<file path="src/design/swm_pkg.sv">
// Shared constants for the sliding window maximum filter.
`default_nettype none

package swm_pkg;

  // Default build: deepest window and sample width.
  localparam int unsigned WINDOW_MAX_DEF = 64;
  localparam int unsigned DATA_WIDTH_DEF = 32;

  // Width of the window size register.
  localparam int unsigned CFG_WIDTH = 7;

  // Window size after reset.
  localparam logic [CFG_WIDTH-1:0] CFG_RESET = CFG_WIDTH'(1);

endpackage

`default_nettype wire

</file>
<file path="src/design/swm_cell.sv">
// One cell of the running-maximum chain: holds the maximum of a run of recent samples.
`default_nettype none

module swm_cell
  import swm_pkg::*;
#(
  parameter int unsigned DATA_WIDTH = DATA_WIDTH_DEF
) (
  input  wire logic                         clk_i,
  input  wire logic                         en_i,
  input  wire logic signed [DATA_WIDTH-1:0] sample_i,
  input  wire logic signed [DATA_WIDTH-1:0] up_i,
  output      logic signed [DATA_WIDTH-1:0] max_o
);

  logic signed [DATA_WIDTH-1:0] max_q;
  logic signed [DATA_WIDTH-1:0] max_d;

  // Take the larger of the new sample and the neighbour's run maximum.
  always_comb begin
    max_d = (sample_i > up_i) ? sample_i : up_i;
  end

  // Advance on every accepted beat, hold otherwise.
  always_ff @(posedge clk_i) begin
    if (en_i) begin
      max_q <= max_d;
    end
  end

  assign max_o = max_q;

endmodule

`default_nettype wire

</file>
<file path="config.mk">
export PLATFORM = sky130hd
export DESIGN_NAME = swm_cell
export DESIGN_NICKNAME = d
export VERILOG_FILES = /design/src/design/swm_pkg.sv /design/src/design/swm_cell.sv
export SDC_FILE = /design/constraint.sdc
export NUM_CORES = 1
export LEC_CHECK = 0
export BUFFER_PORTS_ARGS = -buffer_cell sky130_fd_sc_hd__buf_2
export CELL_PAD_IN_SITES_DETAIL_PLACEMENT = 0
export CELL_PAD_IN_SITES_GLOBAL_PLACEMENT = 1
export CORE_MARGIN = 8
export CORE_UTILIZATION = 37
export DETAILED_ROUTE_END_ITERATION = 16
export GPL_TIMING_DRIVEN = 1
export MAX_ROUTING_LAYER = met4
export PLACE_DENSITY_LB_ADDON = 0.3
export SLEW_MARGIN = 0
export SYNTH_ARGS = -nofsm -noshare
export SYNTH_HDL_FRONTEND = slang
export SYNTH_SLANG_ARGS = --single-unit
</file>
<file path="constraint.sdc">
create_clock -name clk_i -period 3.35 [get_ports clk_i]
set_input_delay 0.1675 -clock clk_i [delete_from_list [all_inputs] [get_ports clk_i]]
set_output_delay 0.1675 -clock clk_i [all_outputs]
set_load 0.01 [all_outputs]
</file>
==> flow_summary.ini, run 1 <==
[min_path]
min_path_cells = 2
hold_class = input pin to register

[cts]
cts_max_level = 2
cts_tree = yes
post_cts_buffers = 0
ctsResizeCount = 0
cts_root_buf = clkbuf_8
cts_hold_buf = 0
clk_path_buf_depth = 2
cts-buffers-inserted = 5
clock-sinks = 32
path_clk_slew_ns = 0.07

[pwr]
swShare_pct = 27.5
power.total_mw = 1.15
power.internal_mw = 0.831
p_per_area_nw_per_um2 = 382
p_leak_nw = 1.59
p_switching_mw = 0.314
p_seq_share_pct = 44.5
comb_power_share_pct = 30.9
irDropWorstVdd_mv = 0.156
power_frac_clock_pct = 24.6

[synthesis]
ys_top_cells_by_count = 34 x inv_1, 32 x edfxtp_1, 32 x ha_1
yosys-top-cells-area = edfxtp_1 41%, mux2_4 19%, ha_1 17%
synthArstFlopShare_pct = 0
synth_nets = 278
yosysTopAreaCell = edfxtp_1
synth_warnings = 0
syn_area_sq_um = 2350
synth_edf_count = 32
ys_types = 26
synthFlopType = edfxtp_1
yosysMostFrequentCell = inv_1
synth.avg_cell_area_sq_um = 13.1
synth_top_area_share_pct = 40.9
ys_seq_area_share_pct = 40.9
ys_ff_latch = 32
syn_inst = 180

[placement]
gp_congestion = 0.765
hpwlAfterDp_mm = 4.50
io_buffers = 97

[route]
drt-initial-drc-count = 24
num_vias = 1694
drc_errors = 0
vias_per_cell = 4.69
wire_per_inst_um = 14.9
drt-total-wl_mm = 5.38
ant_nets = 0
first_pass_iters = 4

[global_route]
grt_pass1_vias = 1804
track_usage_pct = 11.8
overflow = 0
grt_pass1_wl_mm = 8.15
grt_max_degree = 33
antenna_found_initial = 0

[cells_and_area]
areaGrowthSynthToFinish_pct = 27.5
finish.net_count = 382
largest_reg_flops = 32
diodes = 0
layout-drive-gt1-share_pct = 50.4

[sta]
worst-slew-pin-transition_ns = 0.751
setup_tns_ns = 0
fin_crit_sh_pct = 85.3
fmax_mhz = 350
rsz0062_at_grt = false
period_needed_ns = 2.86
hold_viol_final = 0
final_max_slew_viol_count = 0
final-setup-viol-count = 0
max_slew_margin_pct = 49.9

[die]
start_util_pct = 37.7
die_h_um = 95.7
die_x_um = 95.7
core-area_sq_um = 6240
io_pins = 98
row_count = 29
dieArea_sq_um = 9160

[setup_path]
cp.required_ns = 3.38
cp.arrival_ns = 2.89
startpoint_type = input pin
endpoint_kind = register
critPathMaxFanout = 15
critPathKind = input pin to register

[outcome]
outcome = complete, no violations

[flow_run]
drv_cap = 0
==> layout make-up <==
class	instances	area, sq um
clock inverters	1	5.00
inverters	34	128
well taps	77	96.3
fillers	614	3240
flip-flops and latches	32	961
clock buffers	6	72.6
repair buffers	100	533
multi-input cells	111	1200
==> per-stage QoR <==
step                      std cells  area, sq um  utilization [%]  setup WS (ns)  hold WS, ns
after CTS                       361         3000             48.0          0.445        0.192
after floorplan                 180         2350                -          0.691        0.280
after detailed placement        354         2920             46.8          0.158        0.488
final                           361         3000             48.0          0.492        0.200
after global placement          354         2920             46.8          0.288        0.484
after global routing            361         3000             48.0          0.327        0.190
==> worst max-delay path: stages <==
cell and delay (ns):
buf_2 0.09, inv_1 0.04, ha_1 0.33, nand4_2 0.18, nor4_4 0.41, nand4_2 0.18, or3_1 0.40, o2111ai_1 0.12
o221a_4 0.44, buf_4 0.22, mux2_4 0.31
==> power groups by stage <==
stage / sequential [mW] / clock (mW) / combinational (mW)
floorplan: 0.545 / 0 / 0.205
global placement: 0.518 / 0 / 0.357
detailed placement: 0.519 / 0 / 0.359
CTS: 0.510 / 0.292 / 0.361
global route: 0.514 / 0.308 / 0.388
finish: 0.509 / 0.282 / 0.354
==> per-layer routing <==
layer  vias up  track usage [%]  share of wire (%)
met5         -                -                  0
met4         0             3.46                1.3
met3         6             3.12                5.9
met2        56             19.7                 49
met1       771             13.6                 44
li1        861                -                  -
==> layout by cell type, fill, tap and decap left out, types with 3 or more instances in the layout <==
master and n:
buf_2 97, inv_1 34, ha_1 32, edfxtp_1 32
mux2_4 30, a21oi_1 11, nand2_1 9, clkbuf_8 5
nand4_1 3, a21o_1 3, nand3_1 3
==> logic make-up (layout without fill, tap and decap cells) <==
logic type               Yosys count  after routing  synth area share [%]
buffers and inverters             37            141                  7.99
adder cells (fa/ha/maj)           32             32                  17.0
multiplexers                      32             32                  20.1
flip-flops                        32             32                  40.9
AND/OR/NAND/NOR                   24             24                  6.34
AO/OA/AOI/OAI                     23             23                  7.61
==> path summary, 6_finish.rpt <==
kind	startpoint	to	slack, ns
setup / recovery	up_i[31]	max_o[27]	0.49
hold / removal	up_i[25]	max_o[25]	0.20
Power figures use the tool's default switching activity.
==> run 2: changes to the inputs <==
- CORE_UTILIZATION: 37 -> 35
==> flow_summary.ini, run 2 (same netlist as run 1, synthesis figures left out) <==
[setup_path]
cp.arrival_ns = 2.81
cp.required_ns = 3.38
startpoint_type = input pin
critPathMaxFanout = 17
endpoint_kind = register
critPathKind = input pin to register

[placement]
io_buffers = 97
hpwlAfterDp_mm = 4.56
gp_congestion = 0.698

[sta]
setup_tns_ns = 0
worst-slew-pin-transition_ns = 0.757
max_slew_margin_pct = 49.5
final_max_slew_viol_count = 0
final-setup-viol-count = 0
fin_crit_sh_pct = 83.1
rsz0062_at_grt = false
fmax_mhz = 359
hold_slack_ns = 0.202
hold_viol_final = 0
period_needed_ns = 2.78

[cts]
cts_hold_buf = 0
path_clk_slew_ns = 0.06
cts-buffers-inserted = 5
cts_tree = yes
post_cts_buffers = 0
cts_max_level = 2
clk_path_buf_depth = 2
clock-sinks = 32
ctsResizeCount = 0
cts_root_buf = clkbuf_8

[die]
core-area_sq_um = 6640
die_x_um = 97.9
die_h_um = 97.9
row_count = 30
start_util_pct = 35.4
io_pins = 98
dieArea_sq_um = 9590

[outcome]
outcome = complete, no violations

[cells_and_area]
layout_common_cells = 97 x buf_2, 34 x inv_1, 32 x ha_1, 32 x edfxtp_1, 30 x mux2_4
finish.net_count = 381
n_fill_cell = 641
layout-drive-gt1-share_pct = 49.6
largest_reg_flops = 32
final_common_cell = buf_2
areaGrowthSynthToFinish_pct = 26.9
diodes = 0

[route]
drt-initial-drc-count = 33
num_vias = 1705
vias_per_cell = 4.68
first_pass_iters = 4
ant_nets = 0
drt-total-wl_mm = 5.45
drc_errors = 0
wire_per_inst_um = 15.0

[pwr]
p_leak_nw = 1.58
irDropWorstVdd_mv = 0.138
p_per_area_nw_per_um2 = 382

[flow_run]
drv_cap = 0

[min_path]
hold_class = input pin to register
hold_start = up_i[19]
hold_end = max_o[19]
min_path_cells = 2

[global_route]
track_usage_pct = 11.8
antenna_found_initial = 0
grt_pass1_vias = 1829
overflow = 0
grt_max_degree = 33
grt_pass1_wl_mm = 8.90
[run 2: cell types whose count changed in the layout (fill, tap and decap cells not counted)]
cell and change:
buf_12 -1, clkbuf_1 +1, clkinv_2 -1, clkinv_1 +1
[run 2: cell type report]
class,instances,area (sq um),share of cell area [%]
timing repair buffer,99,513,17.2
clock buffer,7,76.3,2.56
sequential,32,961,32.2
clock inverter,1,3.75,0.126
multi-input combinational,111,1200,40.3
tap,80,100,3.36
inverter,34,128,4.28
[run 2: worst max path at each step]
stage	from	end	cells after the start
final	up_i[31]	max_o[11]	11
after global routing	up_i[31]	max_o[13]	11
after CTS	up_i[31]	max_o[17]	11
after detailed placement	up_i[31]	max_o[17]	11
after global placement	sample_i[31]	max_o[6]	10
after floorplan	up_i[31]	max_o[10]	10
[run 2: metal layers]
metal	wire length [um]	vias to the layer above	track usage, %
met5	0	-	-
li1	-	859	-
met1	2310	785	13.1
met2	2760	52	20.1
met4	107	0	5.16
met3	275	9	2.42
[run 2: worst max-delay path, cell delays in order]
cell,delay [ns]
buf_2,0.09
inv_1,0.04
ha_1,0.33
nand4_2,0.17
nor4_4,0.40
nand4_2,0.18
or3_1,0.40
o2111ai_1,0.12
o221a_4,0.37
buf_12,0.22
mux2_4,0.31
[run 2: metrics by stage]
stage / total power, mW / cells / utilization [%] / area, sq um / setup WS, ns
after global routing: 1.21 / 364 / 44.9 / 2980 / 0.430
after floorplan: 0.750 / 180 / - / 2350 / 0.691
after CTS: 1.17 / 364 / 44.9 / 2980 / 0.531
after detailed placement: 0.871 / 356 / 43.7 / 2900 / 0.234
final: 1.14 / 364 / 44.9 / 2980 / 0.567
after global placement: 0.868 / 356 / 43.7 / 2900 / 0.341
[run 2: power breakdown]
part	switching (mW)	internal (mW)
logic	0.162	0.184
clock network	0.139	0.145
registers	0.0107	0.499
total	0.312	0.828
